$ cat src/rtl/assert_macros.svh
// assertion helpers for the rtl top level, the only rtl file that includes them
// no dependencies; include by bare file name
`ifndef ASSERT_MACROS_SVH
`define ASSERT_MACROS_SVH

// condition must hold on every clock edge out of reset
`define ASSERT_ALWAYS(label, clk, rstn, cond) \
	label: assert property (@(posedge clk) disable iff (!rstn) (cond)) \
		else $error("assertion failed: invariant");

// consequent must hold on the edge after the antecedent
`define ASSERT_NEXT(label, clk, rstn, ante, cons) \
	label: assert property (@(posedge clk) disable iff (!rstn) (ante) |=> (cons)) \
		else $error("assertion failed: next-cycle check");

`endif

$ cat src/rtl/cus_pkg.sv
// shared constants, request codes and control structs of the cascade scheduler
// no dependencies
package cus_pkg;

	localparam int MAX_LEVELS           = 8;
	localparam int LEVEL_W              = $clog2(MAX_LEVELS);
	localparam int CNT_W                = LEVEL_W + 1;
	localparam int ENTER_W              = 13;
	localparam int FRAME_W              = 32;
	localparam int BUDGET_W             = 4;
	localparam int REQ_W                = 2;
	localparam int PROBES_PER_LEVEL_DEF = 4096;

	localparam logic [REQ_W-1:0] REQ_MARK   = 2'd0;
	localparam logic [REQ_W-1:0] REQ_SCHED  = 2'd1;
	localparam logic [REQ_W-1:0] REQ_FINISH = 2'd2;

	// result of the shared compare unit
	typedef struct packed {
		logic dirt_gt;
		logic dirt_eq;
		logic age_lt;
	} cmp_res_t;

	// write controls into the per-cascade store
	typedef struct packed {
		logic               dirt_en;
		logic               age_en;
		logic [LEVEL_W-1:0] idx;
	} store_wr_t;

endpackage

$ cat src/rtl/cus_cmp.sv
// shared compare unit: dirt magnitude and update age of a candidate vs the best so far
// depends on cus_pkg
module cus_cmp
	import cus_pkg::*;
#(
	parameter int DIRT_W = 13
) (
	input  logic [DIRT_W-1:0]  a_dirt,
	input  logic [DIRT_W-1:0]  b_dirt,
	input  logic [FRAME_W-1:0] a_age,
	input  logic [FRAME_W-1:0] b_age,
	output cmp_res_t           res
);

	always_comb begin
		res.dirt_gt = a_dirt > b_dirt;
		res.dirt_eq = a_dirt == b_dirt;
		res.age_lt  = a_age < b_age;
	end

endmodule

$ cat src/rtl/cus_store.sv
// per-cascade dirt counts and last-update frames, one write and one read address
// depends on cus_pkg
module cus_store
	import cus_pkg::*;
#(
	parameter int DIRT_W = 13
) (
	input  logic               clk,
	input  logic               arst_n,
	input  store_wr_t          wr,
	input  logic [DIRT_W-1:0]  wr_dirt,
	input  logic [FRAME_W-1:0] wr_age,
	input  logic [LEVEL_W-1:0] rd_idx,
	output logic [DIRT_W-1:0]  rd_dirt,
	output logic [FRAME_W-1:0] rd_age
);

	logic [DIRT_W-1:0]  dirt_q [MAX_LEVELS];
	logic [FRAME_W-1:0] age_q  [MAX_LEVELS];

	always_ff @(posedge clk or negedge arst_n) begin
		if (!arst_n) begin
			for (int i = 0; i < MAX_LEVELS; i++) begin
				dirt_q[i] <= '0;
				age_q[i]  <= '0;
			end
		end else begin
			if (wr.dirt_en) begin
				dirt_q[wr.idx] <= wr_dirt;
			end
			if (wr.age_en) begin
				age_q[wr.idx] <= wr_age;
			end
		end
	end

	assign rd_dirt = dirt_q[rd_idx];
	assign rd_age  = age_q[rd_idx];

endmodule

$ cat src/rtl/cascade_update_scheduler.sv
// top level of the cascade update scheduler: sequencer, pick bookkeeping, output register
// depends on cus_pkg, cus_store, cus_cmp and assert_macros.svh
//
// channel  dir  handshake          payload
// s_*      in   s_tvalid/s_tready  tuser: req_type[1:0]; tdata: cascade_index[2:0],
//                                  enter_cnt[15:3], budget[19:16]
// m_*      out  m_tvalid/m_tready  tdata: chosen_cascade[2:0]; tlast: last_pick
// cfg_*    in   cfg_valid/cfg_ready data: active_cascades[3:0]
//
// a mark in range reads, compares and writes back in its own state after the accept;
// finish, ignored marks and unused codes complete on the accept.
// a schedule request takes per pick a decide state, then a round-robin walk or a
// scan of the N active cascades (one cascade per cycle through the compare unit),
// then an emit state; a request gives at most N picks.
// reset clears control and store state only; active_cascades resets to 1.
// a stalled result holds in the output register and blocks the next pick only.
module cascade_update_scheduler
	import cus_pkg::*;
#(
	parameter int PROBES_PER_LEVEL = PROBES_PER_LEVEL_DEF
) (
	input  logic        clk,
	input  logic        arst_n,
	input  logic        s_tvalid,
	output logic        s_tready,
	input  logic [23:0] s_tdata,    // cascade_index, enter_cnt, budget, zero pad
	input  logic [1:0]  s_tuser,    // req_type
	output logic        m_tvalid,
	input  logic        m_tready,
	output logic [7:0]  m_tdata,    // chosen_cascade, zero pad
	output logic        m_tlast,
	input  logic        cfg_valid,
	output logic        cfg_ready,
	input  logic [3:0]  cfg_data
);

	`include "assert_macros.svh"

	localparam int ENTER_MAX = (1 << ENTER_W) - 1;
	localparam int DIRT_SAT  = (PROBES_PER_LEVEL > ENTER_MAX) ? ENTER_MAX : PROBES_PER_LEVEL;
	localparam int DIRT_W    = $clog2(DIRT_SAT + 1);

	localparam logic [2:0] ST_IDLE = 3'd0;
	localparam logic [2:0] ST_MARK = 3'd1;
	localparam logic [2:0] ST_PICK = 3'd2;
	localparam logic [2:0] ST_RR   = 3'd3;
	localparam logic [2:0] ST_SCAN = 3'd4;
	localparam logic [2:0] ST_EMIT = 3'd5;

	logic [2:0]            state_q;
	logic [3:0]            active_q;
	logic [FRAME_W-1:0]    frame_q;
	logic [LEVEL_W-1:0]    cursor_q;
	logic                  parity_q;
	logic [MAX_LEVELS-1:0] taken_q;
	logic [BUDGET_W-1:0]   picks_q;
	logic [BUDGET_W-1:0]   k_q;
	logic [LEVEL_W-1:0]    ptr_q;
	logic [LEVEL_W-1:0]    pick_q;
	logic [CNT_W-1:0]      scan_q;
	logic                  found_q;
	logic [DIRT_W-1:0]     best_dirt_q;
	logic [FRAME_W-1:0]    best_age_q;
	logic [LEVEL_W-1:0]    best_idx_q;
	logic [LEVEL_W-1:0]    idx_q;
	logic [DIRT_W-1:0]     ent_q;
	logic                  out_valid_q;
	logic [LEVEL_W-1:0]    out_idx_q;
	logic                  out_last_q;

	logic [REQ_W-1:0]    in_req;
	logic [LEVEL_W-1:0]  in_idx;
	logic [ENTER_W-1:0]  in_enter;
	logic [BUDGET_W-1:0] in_budget;
	logic [DIRT_W-1:0]   enter_sat;
	logic                in_fire;
	logic                in_range;
	logic [CNT_W-1:0]    count;
	logic                emit_go;
	logic                emit_last;
	logic [LEVEL_W-1:0]  scan_idx;
	logic                scan_take;
	logic [LEVEL_W-1:0]  ptr_next;
	logic [LEVEL_W-1:0]  cursor_next;
	logic [LEVEL_W-1:0]  rr_start;

	store_wr_t          st_wr;
	logic [DIRT_W-1:0]  st_wr_dirt;
	logic [LEVEL_W-1:0] st_rd_idx;
	logic [DIRT_W-1:0]  st_rd_dirt;
	logic [FRAME_W-1:0] st_rd_age;
	logic [DIRT_W-1:0]  cmp_a_dirt;
	logic [DIRT_W-1:0]  cmp_b_dirt;
	cmp_res_t           cmp_res;

	assign in_req    = s_tuser[1:0];
	assign in_idx    = s_tdata[2:0];
	assign in_enter  = s_tdata[15:3];
	assign in_budget = s_tdata[19:16];
	assign in_fire   = s_tvalid && s_tready;
	assign s_tready  = state_q == ST_IDLE;
	assign cfg_ready = 1'b1;

	// out-of-range register values count as the nearest legal value
	always_comb begin
		if (active_q == 4'd0) begin
			count = CNT_W'(1);
		end else if (32'(active_q) > 32'(MAX_LEVELS)) begin
			count = CNT_W'(MAX_LEVELS);
		end else begin
			count = CNT_W'(active_q);
		end
	end

	assign in_range  = {1'b0, in_idx} < count;
	assign enter_sat = (32'(in_enter) > 32'(DIRT_SAT)) ? DIRT_W'(DIRT_SAT) : DIRT_W'(in_enter);

	assign scan_idx  = scan_q[LEVEL_W-1:0];
	assign rr_start  = ({1'b0, cursor_q} < count) ? cursor_q : '0;
	assign ptr_next  = ({1'b0, ptr_q} + CNT_W'(1) == count) ? '0 : ptr_q + LEVEL_W'(1);
	assign cursor_next = ({1'b0, pick_q} + CNT_W'(1) == count) ? '0 : pick_q + LEVEL_W'(1);

	assign emit_go   = (state_q == ST_EMIT) && (!out_valid_q || m_tready);
	assign emit_last = (k_q + BUDGET_W'(1)) == picks_q;

	// store port: mark writes back after its compare, finish writes on accept
	always_comb begin
		st_wr.dirt_en = 1'b0;
		st_wr.age_en  = 1'b0;
		st_wr.idx     = in_idx;
		st_wr_dirt    = '0;
		if (state_q == ST_MARK) begin
			st_wr.idx     = idx_q;
			st_wr.dirt_en = cmp_res.dirt_gt;
			st_wr_dirt    = ent_q;
		end else if (in_fire && in_req == REQ_FINISH && in_range) begin
			st_wr.dirt_en = 1'b1;
			st_wr.age_en  = 1'b1;
		end
	end

	assign st_rd_idx  = (state_q == ST_MARK) ? idx_q : scan_idx;
	assign cmp_a_dirt = (state_q == ST_MARK) ? ent_q : st_rd_dirt;
	assign cmp_b_dirt = (state_q == ST_MARK) ? st_rd_dirt : best_dirt_q;

	// dirt ties go to the older update; equal ages keep the lower index
	assign scan_take = !taken_q[scan_idx] &&
		(!found_q || cmp_res.dirt_gt || (cmp_res.dirt_eq && cmp_res.age_lt));

	cus_store #(
		.DIRT_W(DIRT_W)
	) u_store (
		.clk     (clk),
		.arst_n  (arst_n),
		.wr      (st_wr),
		.wr_dirt (st_wr_dirt),
		.wr_age  (frame_q),
		.rd_idx  (st_rd_idx),
		.rd_dirt (st_rd_dirt),
		.rd_age  (st_rd_age)
	);

	cus_cmp #(
		.DIRT_W(DIRT_W)
	) u_cmp (
		.a_dirt (cmp_a_dirt),
		.b_dirt (cmp_b_dirt),
		.a_age  (st_rd_age),
		.b_age  (best_age_q),
		.res    (cmp_res)
	);

	always_ff @(posedge clk or negedge arst_n) begin
		if (!arst_n) begin
			active_q <= 4'd1;
		end else if (cfg_valid && cfg_ready) begin
			active_q <= cfg_data;
		end
	end

	always_ff @(posedge clk or negedge arst_n) begin
		if (!arst_n) begin
			state_q  <= ST_IDLE;
			frame_q  <= '0;
			cursor_q <= '0;
			parity_q <= 1'b0;
			taken_q  <= '0;
			picks_q  <= '0;
			k_q      <= '0;
			found_q  <= 1'b0;
			scan_q   <= '0;
		end else begin
			case (state_q)
				ST_IDLE: begin
					if (in_fire) begin
						if (in_req == REQ_MARK && in_range) begin
							state_q <= ST_MARK;
						end else if (in_req == REQ_SCHED) begin
							frame_q <= frame_q + FRAME_W'(1);
							taken_q <= '0;
							k_q     <= '0;
							if (in_budget == '0) begin
								picks_q <= BUDGET_W'(1);
							end else if (32'(in_budget) > 32'(count)) begin
								picks_q <= BUDGET_W'(count);
							end else begin
								picks_q <= in_budget;
							end
							state_q <= ST_PICK;
						end
					end
				end
				ST_MARK: begin
					state_q <= ST_IDLE;
				end
				ST_PICK: begin
					if (!parity_q) begin
						state_q <= ST_RR;
					end else begin
						scan_q  <= '0;
						found_q <= 1'b0;
						state_q <= ST_SCAN;
					end
				end
				ST_RR: begin
					if (!taken_q[ptr_q]) begin
						state_q <= ST_EMIT;
					end
				end
				ST_SCAN: begin
					if (scan_q == count) begin
						state_q <= ST_EMIT;
					end else begin
						if (scan_take) begin
							found_q <= 1'b1;
						end
						scan_q <= scan_q + CNT_W'(1);
					end
				end
				ST_EMIT: begin
					if (emit_go) begin
						taken_q[pick_q] <= 1'b1;
						parity_q        <= ~parity_q;
						k_q             <= k_q + BUDGET_W'(1);
						if (!parity_q) begin
							cursor_q <= cursor_next;
						end
						state_q <= emit_last ? ST_IDLE : ST_PICK;
					end
				end
				default: begin
					state_q <= ST_IDLE;
				end
			endcase
		end
	end

	// datapath registers without reset
	always_ff @(posedge clk) begin
		if (state_q == ST_IDLE && in_fire) begin
			idx_q <= in_idx;
			ent_q <= enter_sat;
		end
		if (state_q == ST_PICK) begin
			ptr_q <= rr_start;
		end else if (state_q == ST_RR) begin
			if (taken_q[ptr_q]) begin
				ptr_q <= ptr_next;
			end else begin
				pick_q <= ptr_q;
			end
		end
		if (state_q == ST_SCAN) begin
			if (scan_q == count) begin
				pick_q <= best_idx_q;
			end else if (scan_take) begin
				best_dirt_q <= st_rd_dirt;
				best_age_q  <= st_rd_age;
				best_idx_q  <= scan_idx;
			end
		end
	end

	always_ff @(posedge clk or negedge arst_n) begin
		if (!arst_n) begin
			out_valid_q <= 1'b0;
		end else if (emit_go) begin
			out_valid_q <= 1'b1;
		end else if (m_tready) begin
			out_valid_q <= 1'b0;
		end
	end

	always_ff @(posedge clk) begin
		if (emit_go) begin
			out_idx_q  <= pick_q;
			out_last_q <= emit_last;
		end
	end

	assign m_tvalid = out_valid_q;
	assign m_tdata  = {{(8 - LEVEL_W){1'b0}}, out_idx_q};
	assign m_tlast  = out_last_q;

	// round-robin walk always has a free cascade ahead of it
	`ASSERT_ALWAYS(a_rr_free, clk, arst_n,
		(state_q != ST_RR) || ($countones(taken_q) < int'(count)))
	// never emit more picks than the clamped budget
	`ASSERT_ALWAYS(a_emit_count, clk, arst_n, (state_q != ST_EMIT) || (k_q < picks_q))
	// a pick names an active, not yet chosen cascade
	`ASSERT_ALWAYS(a_pick_ok, clk, arst_n,
		(state_q != ST_EMIT) || (({1'b0, pick_q} < count) && !taken_q[pick_q]))
	// the final pick returns the sequencer to idle
	`ASSERT_NEXT(a_last_idle, clk, arst_n, emit_go && emit_last,
		(state_q == ST_IDLE) && m_tvalid && m_tlast)

endmodule

$ cat config.mk
export PLATFORM = sky130hd
export DESIGN_NAME = cascade_update_scheduler
export DESIGN_NICKNAME = d
export VERILOG_FILES = /design/src/rtl/cus_pkg.sv /design/src/rtl/cus_cmp.sv /design/src/rtl/cus_store.sv /design/src/rtl/cascade_update_scheduler.sv
export VERILOG_INCLUDE_DIRS = /design/src /design/src/rtl
export SDC_FILE = /design/constraint.sdc
export NUM_CORES = 1
export LEC_CHECK = 0
export BUFFER_PORTS_ARGS = -buffer_cell sky130_fd_sc_hd__buf_2
export CORE_MARGIN = 1
export CORE_UTILIZATION = 42
export CTS_CLUSTER_DIAMETER = 30
export DETAILED_ROUTE_END_ITERATION = 16
export SYNTH_ARGS = -nofsm -noshare
export SYNTH_HDL_FRONTEND = slang
export SYNTH_SLANG_ARGS = --single-unit
$ cat constraint.sdc
create_clock -name clk -period 10.3 [get_ports clk]
set_input_delay 1.03 -clock clk [delete_from_list [all_inputs] [get_ports clk]]
set_output_delay 1.03 -clock clk [all_outputs]
set_load 0.02 [all_outputs]
==> results of run 1 <==
kinds of logic after synthesis:
group,after synthesis
fa+ha+maj,57
xor+xnor,47
compound gates,262
flops,499
buf+inv,233
simple gates,663
other cells,2
mux,368
placed cells by master, fill, tap and decap left out, types with 28 or more instances in the layout:
cell       synthesis  final
mux2i_1           62     61
buf_4             14     34
ha_1              57     57
dfrtp_1          424    424
nor2_1            46     46
a32o_1           104    104
nand3_1          173    173
o21ai_0           66     65
inv_1             45     45
buf_2             23     35
edfxtp_1          71     71
nand2_1          345    341
clkbuf_16          0    110
a21oi_1           29     28
mux2_2           281    280
metrics by stage:
step | instance area, um2 | power (W) | std cells | hold slack (ns) | utilization (%)
2_1_floorplan | 24200 | 0.00439 | 2135 | 0.418 | -
3_3_place_gp | 25000 | 0.00506 | 2775 | 0.435 | 44.1
3_5_place_dp | 25000 | 0.00512 | 2775 | 0.435 | 44.1
4_1_cts | 28700 | 0.00859 | 2979 | 0.429 | 50.6
5_1_grt | 28700 | 0.00899 | 2979 | 0.470 | 50.6
6_report | 28700 | 0.00853 | 2979 | 0.424 | 50.6
per-layer routing:
metal	share of wire, %	global-route usage [%]	vias to the layer above
met5	0	0	-
met4	2.3	7.86	0
met3	4.8	3.30	105
met2	48	33.6	437
met1	44	27.2	8670
li1	-	-	7664
how the worst min path moves through the flow:
| stage | slack, ns | from | endpoint |
|---|---|---|---|
| 2_1_floorplan | 0.42 | best_idx_q[0]$_DFFE_PP_ | pick_q[0]$_DFF_P_ |
| 3_3_place_gp | 0.44 | best_idx_q[1]$_DFFE_PP_ | pick_q[1]$_DFF_P_ |
| 3_5_place_dp | 0.43 | best_idx_q[1]$_DFFE_PP_ | pick_q[1]$_DFF_P_ |
| 4_1_cts | 0.43 | arst_n | u_store.age_q[108]$_DFFE_PN0P_ |
| 5_1_grt | 0.47 | arst_n | frame_q[13]$_DFFE_PN0P_ |
| 6_report | 0.42 | arst_n | frame_q[13]$_DFFE_PN0P_ |
worst register-to-register path, cell delays in order, from the launching register on:
cell	delay, ns
dfrtp_1	0.63
or3b_1	0.40
buf_4	0.27
mux2i_4	0.22
buf_4	0.74
mux4_2	0.64
mux2_2	0.31
mux2_2	0.28
ha_1	0.31
nand4_1	0.17
or4_1	0.75
nor3_1	0.24
o211ai_1	0.15
or4_1	0.53
a31oi_4	0.59
buf_4	0.59
final cells by class:
cell class / instances / area [um2]
fillers: 4856 / 28000
flip-flops and latches: 499 / 12800
multi-input cells: 1403 / 10600
clock buffers: 147 / 3040
well taps: 756 / 946
clock inverters: 57 / 672
repair buffers: 71 / 465
inverters: 46 / 173
power by group:
group / internal [W] / switching (W)
clock: 0.00231 / 0.00112
sequential: 0.00237 / 0.000260
combinational: 0.000947 / 0.00152
total: 0.00563 / 0.00290
registers in the layout, summed over array words and instances, names as in the netlist, 3 cells and up:
register        count
taken_q             8
state_q             3
u_store.dirt_q    104
picks_q             4
best_idx_q          3
k_q                 4
ptr_q               3
u_store.age_q     256
idx_q               3
active_q            4
best_dirt_q        13
best_age_q         32
out_idx_q           3
scan_q              4
frame_q            32
pick_q              3
cursor_q            3
ent_q              13
==> key figures, run 1 <==
Worst setup path
  – FF-to-FF setup slack: 3.08 ns
  – Sum of buffers and inverters on the critical path: 3
  – Most used cell along the critical path: buf_4
  – Required time worst endpoint: 10.56 ns
  – Delay of the slowest cell on the worst path: 0.75 ns
  – Setup crit start: state_q[0]$_DFFE_PN0P_
  – Type of the worst setup path: reg -> reg
  – Top Family by Delay on Critical Path: simple AND/OR/NAND/NOR gates
  – Setup crit start kind: flop
  – Cell at the slowest stage of the critical path: or4_1
  – Endpoint of the most critical register-to-register path: best_age_q[25]$_DFFE_PP_
  – Worst R2R Start: state_q[0]$_DFFE_PN0P_
  – WP data arrival: 7.48 ns
  – Kind of end point of the critical path: flop
  – Critical path depth: 15
  – Worst-path fanout max: 55
  – Worst setup path endpoint: best_age_q[25]$_DFFE_PP_
  – Number of cell instances on the worst register-to-register path: 15
  – Worst path cell trace: or3b_1 -> buf_4 -> mux2i_4 -> buf_4 -> mux4_2 -> mux2_2 -> mux2_2 -> ha_1 -> nand4_1 -> or4_1 -> nor3_1 -> o211ai_1 -> or4_1 -> a31oi_4 -> buf_4

Clock network
  – Number of H-tree branching levels: 3
  – Number of sinks on the clock net: 499
  – Post-CTS Repair Setup Buffers: 0
  – Number of instances resized during post-cts repair: 0
  – Total clock buffers created by CTS: 109
  – Clock transition at the registers of the reported paths: 0.05 ns
  – Total of hold buffers inserted after clock tree synthesis: 0
  – Max Buffers Root-to-Sink: 3
  – Clock tree root driver cell: clkbuf_16
  – Later-pin clock latency in the skew report: 0.65 ns
  – Clock tree from TritonCTS: done

STA
  – Minimum setup slack in the final design: 3.08 ns
  – Crit path time final: 7.22 ns
  – Worst slew margin relative to its limit: 24.2%
  – Tcrit/Tclk final: 70.1%
  – Pins over their slew limit: 0
  – Unrepaired setup endpoints after global routing: no
  – Total Neg Setup Slack: 0 ns
  – Setup clock skew after layout: 0.0330 ns
  – Fmax achieved: 138 MHz
  – Slew at the pin with the worst max-slew slack: 1.13 ns
  – Final Hold Viols: 0
  – Number of failing setup endpoints in the final timing report: 0

Synth
  – Cell types occupying the most area after synthesis: dfrtp_1 44%, mux2_2 13%, edfxtp_1 8.8%
  – Compound-cell area share of the yosys netlist: 8.29%
  – Mux cell area share after synthesis: 17.7%
  – Post-synth top area cell: dfrtp_1
  – Distinct cell type count after synthesis: 70
  – Netlist Area Pre-Place: 24200 um2
  – Top-area cell type share of the netlist area: 43.8%
  – Synth Area in Simple Gates: 12.4%
  – Most instantiated flip-flop cell in the synthesis netlist: dfrtp_1
  – Main combinational cell family by area after synthesis: multiplexers
  – Fraction of registers with async set or reset after synthesis: 85.2%
  – List of most frequent post-synthesis cells: 424 x dfrtp_1, 345 x nand2_1, 281 x mux2_2
  – Portion of the post-synthesis area used by sequential elements: 52.9%
  – Post-synthesis share of cell area spent on xor and xnor gates: 1.70%
  – Yosys warning count: 0
  – Mean instance size in the synthesized netlist: 11.4 um2
  – Seq cells post-synth: 499
  – EDFF count, synth: 71
  – Share of synthesized cell area in full adder, half adder and majority cells: 2.94%
  – Gate count after technology mapping: 2131
  – Library cell with the highest instance count after synthesis: dfrtp_1

Power and ir drop
  – Maximum vdd drop: 0.000225 V
  – Leakage Power: 13.2 nW
  – Total power divided by cell area: 297 nW/um2

Placement
  – Pre-CTS setup slack: 3.11 ns
  – I/O Buffers: 36
  – Detailed Place HPWL: 32900 um
  – GP Congestion: 0.762

Detailed routing
  – Detailed Route WL: 59000 um
  – Iteration count of the initial detailed-routing pass: 6
  – DRC violations left: 0
  – Post-detailed-route wirelength per cell: 19.8 um
  – Detailed Route Iter0 Violations: 1089
  – DR vias/cell: 5.66
  – Antenna-violating nets left: 0
  – Vias: 16876

Global route
  – First-pass GRT wire length: 96400 um
  – Maximum number of pins on one net before global-route repair: 177
  – Initial antenna violation count: 0
  – Leftover overflow at the end of global routing: 0
  – Number of global-route vias before repair: 17586
  – Gr usage total: 20.5%

Floorplanning
  – Io pins: 47
  – Die extent in y: 242 um
  – Placeable core area: 56700 um2
  – Number of rows in the core area: 87
  – Starting density of the core: 42.7%
  – Die Width: 242 um
  – Die Outline Area: 58700 um2

Layout
  – Ant diodes: 0
  – Proportion of layout cells with a drive suffix above 1: 25.9%
  – Area delta synth->final: 18.5%
  – # nets final: 2222

Outcome
  – Result of the run: finished clean

Hold path
  – Class of the tightest hold or removal check: in -> async

Run
  – Max capacitance violation total: 0
No activity file was read; power rests on OpenSTA's default activity.
==> inputs of run 2 (changes only) <==
Settings changed: ABC_AREA from default to 1.
Clock period 10.3 ns to 7.44 ns, I/O delays scaled along.
==> key figures, run 2 <==
STA
  – Final hold slack: 0.121 ns (-0.303 ns)
  – Tcrit/Tclk final: 84.3% (+14 points)
  – Slew at the pin with the worst max-slew slack: 1.05 ns (-0.0816 ns)
  – Pins over their slew limit: 0 (unchanged)
  – Unrepaired setup endpoints after global routing: no
  – Fmax achieved: 159 MHz (+15%)
  – Crit path time final: 6.27 ns (-0.952 ns)
  – Number of failing setup endpoints in the final timing report: 0 (unchanged)
  – Final Hold Viols: 0 (unchanged)
  – Total Neg Setup Slack: 0 ns (unchanged)
  – Minimum setup slack in the final design: 1.17 ns (-1.91 ns)
  – Setup clock skew after layout: 0.0517 ns (+0.0187 ns)
  – Worst slew margin relative to its limit: 29.9% (+5.6 points)

Layout
  – Biggest regs: u_store.age_q: 256 flops, u_store.dirt_q: 104 flops
  – Area delta synth->final: 20.0%
  – Footprint of the multi-input gates: 9370 um2 (-11%)
  – Ant diodes: 0 (unchanged)
  – Biggest register: u_store.age_q
  – Commonest non-fill, non-tap cell in the layout: nand2_1
  – Non-filler instance count after layout: 3597 (+21%)
  – # nets final: 2844 (+28%)
  – Final-layout fill cell count: 5012 (+3.2%)
  – Footprint of the flip-flops and latches: 12800 um2 (unchanged)
  – Proportion of layout cells with a drive suffix above 1: 10.4% (-16 points)
  – Commonest cells after routing, fill and taps aside: 802 x nand2_1, 489 x o21ai_0, 424 x dfrtp_1, 222 x nand3_1, 165 x inv_1
  – Max FFs per register: 256 (unchanged)

Clock network
  – Clock transition at the registers of the reported paths: 0.05 ns (about the same)
  – Later-pin clock latency in the skew report: 0.67 ns (+0.02 ns)
  – Clock tree root driver cell: clkbuf_16
  – Total clock buffers created by CTS: 111 (+1.8%)
  – Number of H-tree branching levels: 3 (unchanged)
  – Max Buffers Root-to-Sink: 3 (unchanged)
  – Clock tree from TritonCTS: done
  – Number of sinks on the clock net: 499 (unchanged)
  – Number of instances resized during post-cts repair: 0 (unchanged)
  – Post-CTS Repair Setup Buffers: 0 (unchanged)
  – Total of hold buffers inserted after clock tree synthesis: 0 (unchanged)

Run
  – Max capacitance violation total: 0 (unchanged)

Global route
  – Number of global-route vias before repair: 18502 (+5.2%)
  – Initial antenna violation count: 0 (unchanged)
  – Maximum number of pins on one net before global-route repair: 157 (-11%)
  – Leftover overflow at the end of global routing: 0 (unchanged)
  – First-pass GRT wire length: 97300 um (+0.98%)
  – Gr usage total: 21.4% (+0.95 points)

Floorplanning
  – Placeable core area: 55100 um2 (-2.9%)
  – Number of rows in the core area: 86 (-1.1%)
  – Die Outline Area: 56700 um2 (-3.4%)
  – Die Width: 238 um (-1.7%)
  – Starting density of the core: 42.5% (-0.25 points)
  – Io pins: 47 (unchanged)
  – Die extent in y: 238 um (-1.7%)

Placement
  – I/O Buffers: 36 (unchanged)
  – GP Congestion: 0.799 (+4.8%)
  – Placed insts: 3387 (+22%)
  – Detailed Place HPWL: 32800 um (-0.42%)
  – Pre-CTS setup slack: 1.23 ns (-1.88 ns)

Hold path
  – Class of the tightest hold or removal check: in -> async

Power and ir drop
  – Leakage Power: 12.9 nW (-2.4%)
  – Total power divided by cell area: 473 nW/um2 (+59%)
  – Maximum vdd drop: 0.000259 V (+15%)
  – Final Power: 0.0133 W (+56%)

Detailed routing
  – DRC violations left: 0 (unchanged)
  – Detailed Route Iter0 Violations: 1813 (+66%)
  – Detailed Route WL: 59800 um (+1.4%)
  – DR vias/cell: 5.27 (-6.9%)
  – Vias: 18966 (+12%)
  – Iteration count of the initial detailed-routing pass: 5 (-1)
  – Post-detailed-route wirelength per cell: 16.6 um (-16%)
  – Antenna-violating nets left: 0 (unchanged)

Outcome
  – Result of the run: finished clean

Synth
  – Top-area cell type share of the netlist area: 45.3% (+1.6 points)
  – Gate count after technology mapping: 2732 (+28%)
  – Yosys warning count: 0 (unchanged)
  – Mean instance size in the synthesized netlist: 8.57 um2 (-25%)
  – Library cell with the highest instance count after synthesis: nand2_1
  – EDFF count, synth: 71 (unchanged)
  – Netlist Area Pre-Place: 23400 um2 (-3.4%)
  – Portion of the post-synthesis area used by sequential elements: 54.8% (+1.9 points)
  – List of most frequent post-synthesis cells: 812 x nand2_1, 490 x o21ai_0, 424 x dfrtp_1
  – Post-synth top area cell: dfrtp_1
  – Most instantiated flip-flop cell in the synthesis netlist: dfrtp_1
  – Seq cells post-synth: 499 (unchanged)
  – Cell types occupying the most area after synthesis: dfrtp_1 45%, nand2_1 13%, o21ai_0 10%
  – Fraction of registers with async set or reset after synthesis: 85.2% (unchanged)
  – Distinct cell type count after synthesis: 52 (-26%)

Worst setup path
  – Kind of end point of the critical path: flop
  – WP data arrival: 6.80 ns (-0.68 ns)
  – Worst-path fanout max: 91 (+65%)
  – Required time worst endpoint: 7.97 ns (-2.59 ns)
  – Type of the worst setup path: reg -> reg
  – Setup crit start kind: flop
run 2: per-layer routing:
| layer | GRT usage [%] | part of all wire [%] |
|---|---|---|
| met1 | 28.7 | 46 |
| met3 | 3.86 | 5.2 |
| met4 | 7.61 | 2.1 |
| met2 | 34.9 | 47 |
| met5 | 0 | 0 |
run 2: power breakdown:
part / internal [W] / total (W) / switching (W)
Clock: 0.00339 / 0.00493 / 0.00155
Combinational: 0.00138 / 0.00427 / 0.00289
Sequential: 0.00365 / 0.00408 / 0.000427
run 2: final cells by class:
cell class | count | share of cell area, %
Clock inverter | 60 | 2.65
Multi-Input combinational cell | 1905 | 33.4
Clock buffer | 150 | 11.2
Inverter | 178 | 2.39
Sequential cell | 499 | 45.7
Timing Repair Buffer | 57 | 1.42
Tap cell | 748 | 3.33
run 2: cell families after synthesis:
logic type	synth area share, %
compound gates	12.9
xor+xnor	1.68
fa+ha+maj	3.05
buf+inv	5.44
flops	54.8
mux	0.0962
other cells	0.0321
simple gates	22.0
run 2: through the flow:
stage                     util [%]  area (um2)
after global routing          51.0       28100
after CTS                     51.0       28100
after global placement        43.9       24200
after detailed placement      43.9       24200
final                         51.0       28100
after floorplan                  -       23400
run 2: worst max-delay path, stage by stage (launching register included):
cell,delay (ns)
dfrtp_1,0.48
inv_2,0.08
nand3_1,0.28
nand2_1,0.24
nand2_4,0.36
buf_4,0.87
o21ai_0,0.17
o22ai_1,0.19
inv_1,0.05
o21ai_0,0.24
inv_1,0.10
nand2_1,0.07
o21ai_0,0.10
ha_1,0.34
nand2_1,0.06
inv_1,0.06
nand3_1,0.08
nor2_1,0.17
nand2_1,0.09
o2111ai_1,0.09
a21boi_0,0.11
o21ai_0,0.40
nand3_1,0.12
nand2_1,0.23
nand2_1,0.66
o21ai_0,0.44
run 2: final timing paths:
kind,startpoint,endpoint,slack [ns],cells after the start
max in group asynchronous,arst_n,u_store.dirt_q[49]$_DFFE_PN0P_,5.81,2
max reg2reg,state_q[1]$_DFFE_PN0P_,u_store.dirt_q[96]$_DFFE_PN0P_,1.17,25
min,arst_n,u_store.dirt_q[29]$_DFFE_PN0P_,0.12,1
min in group clk,cfg_data[3],active_q[3]$_DFFE_PN0P_,0.30,3
min reg2reg,frame_q[29]$_DFFE_PN0P_,frame_q[29]$_DFFE_PN0P_,0.47,1
max,state_q[1]$_DFFE_PN0P_,u_store.dirt_q[96]$_DFFE_PN0P_,1.17,25
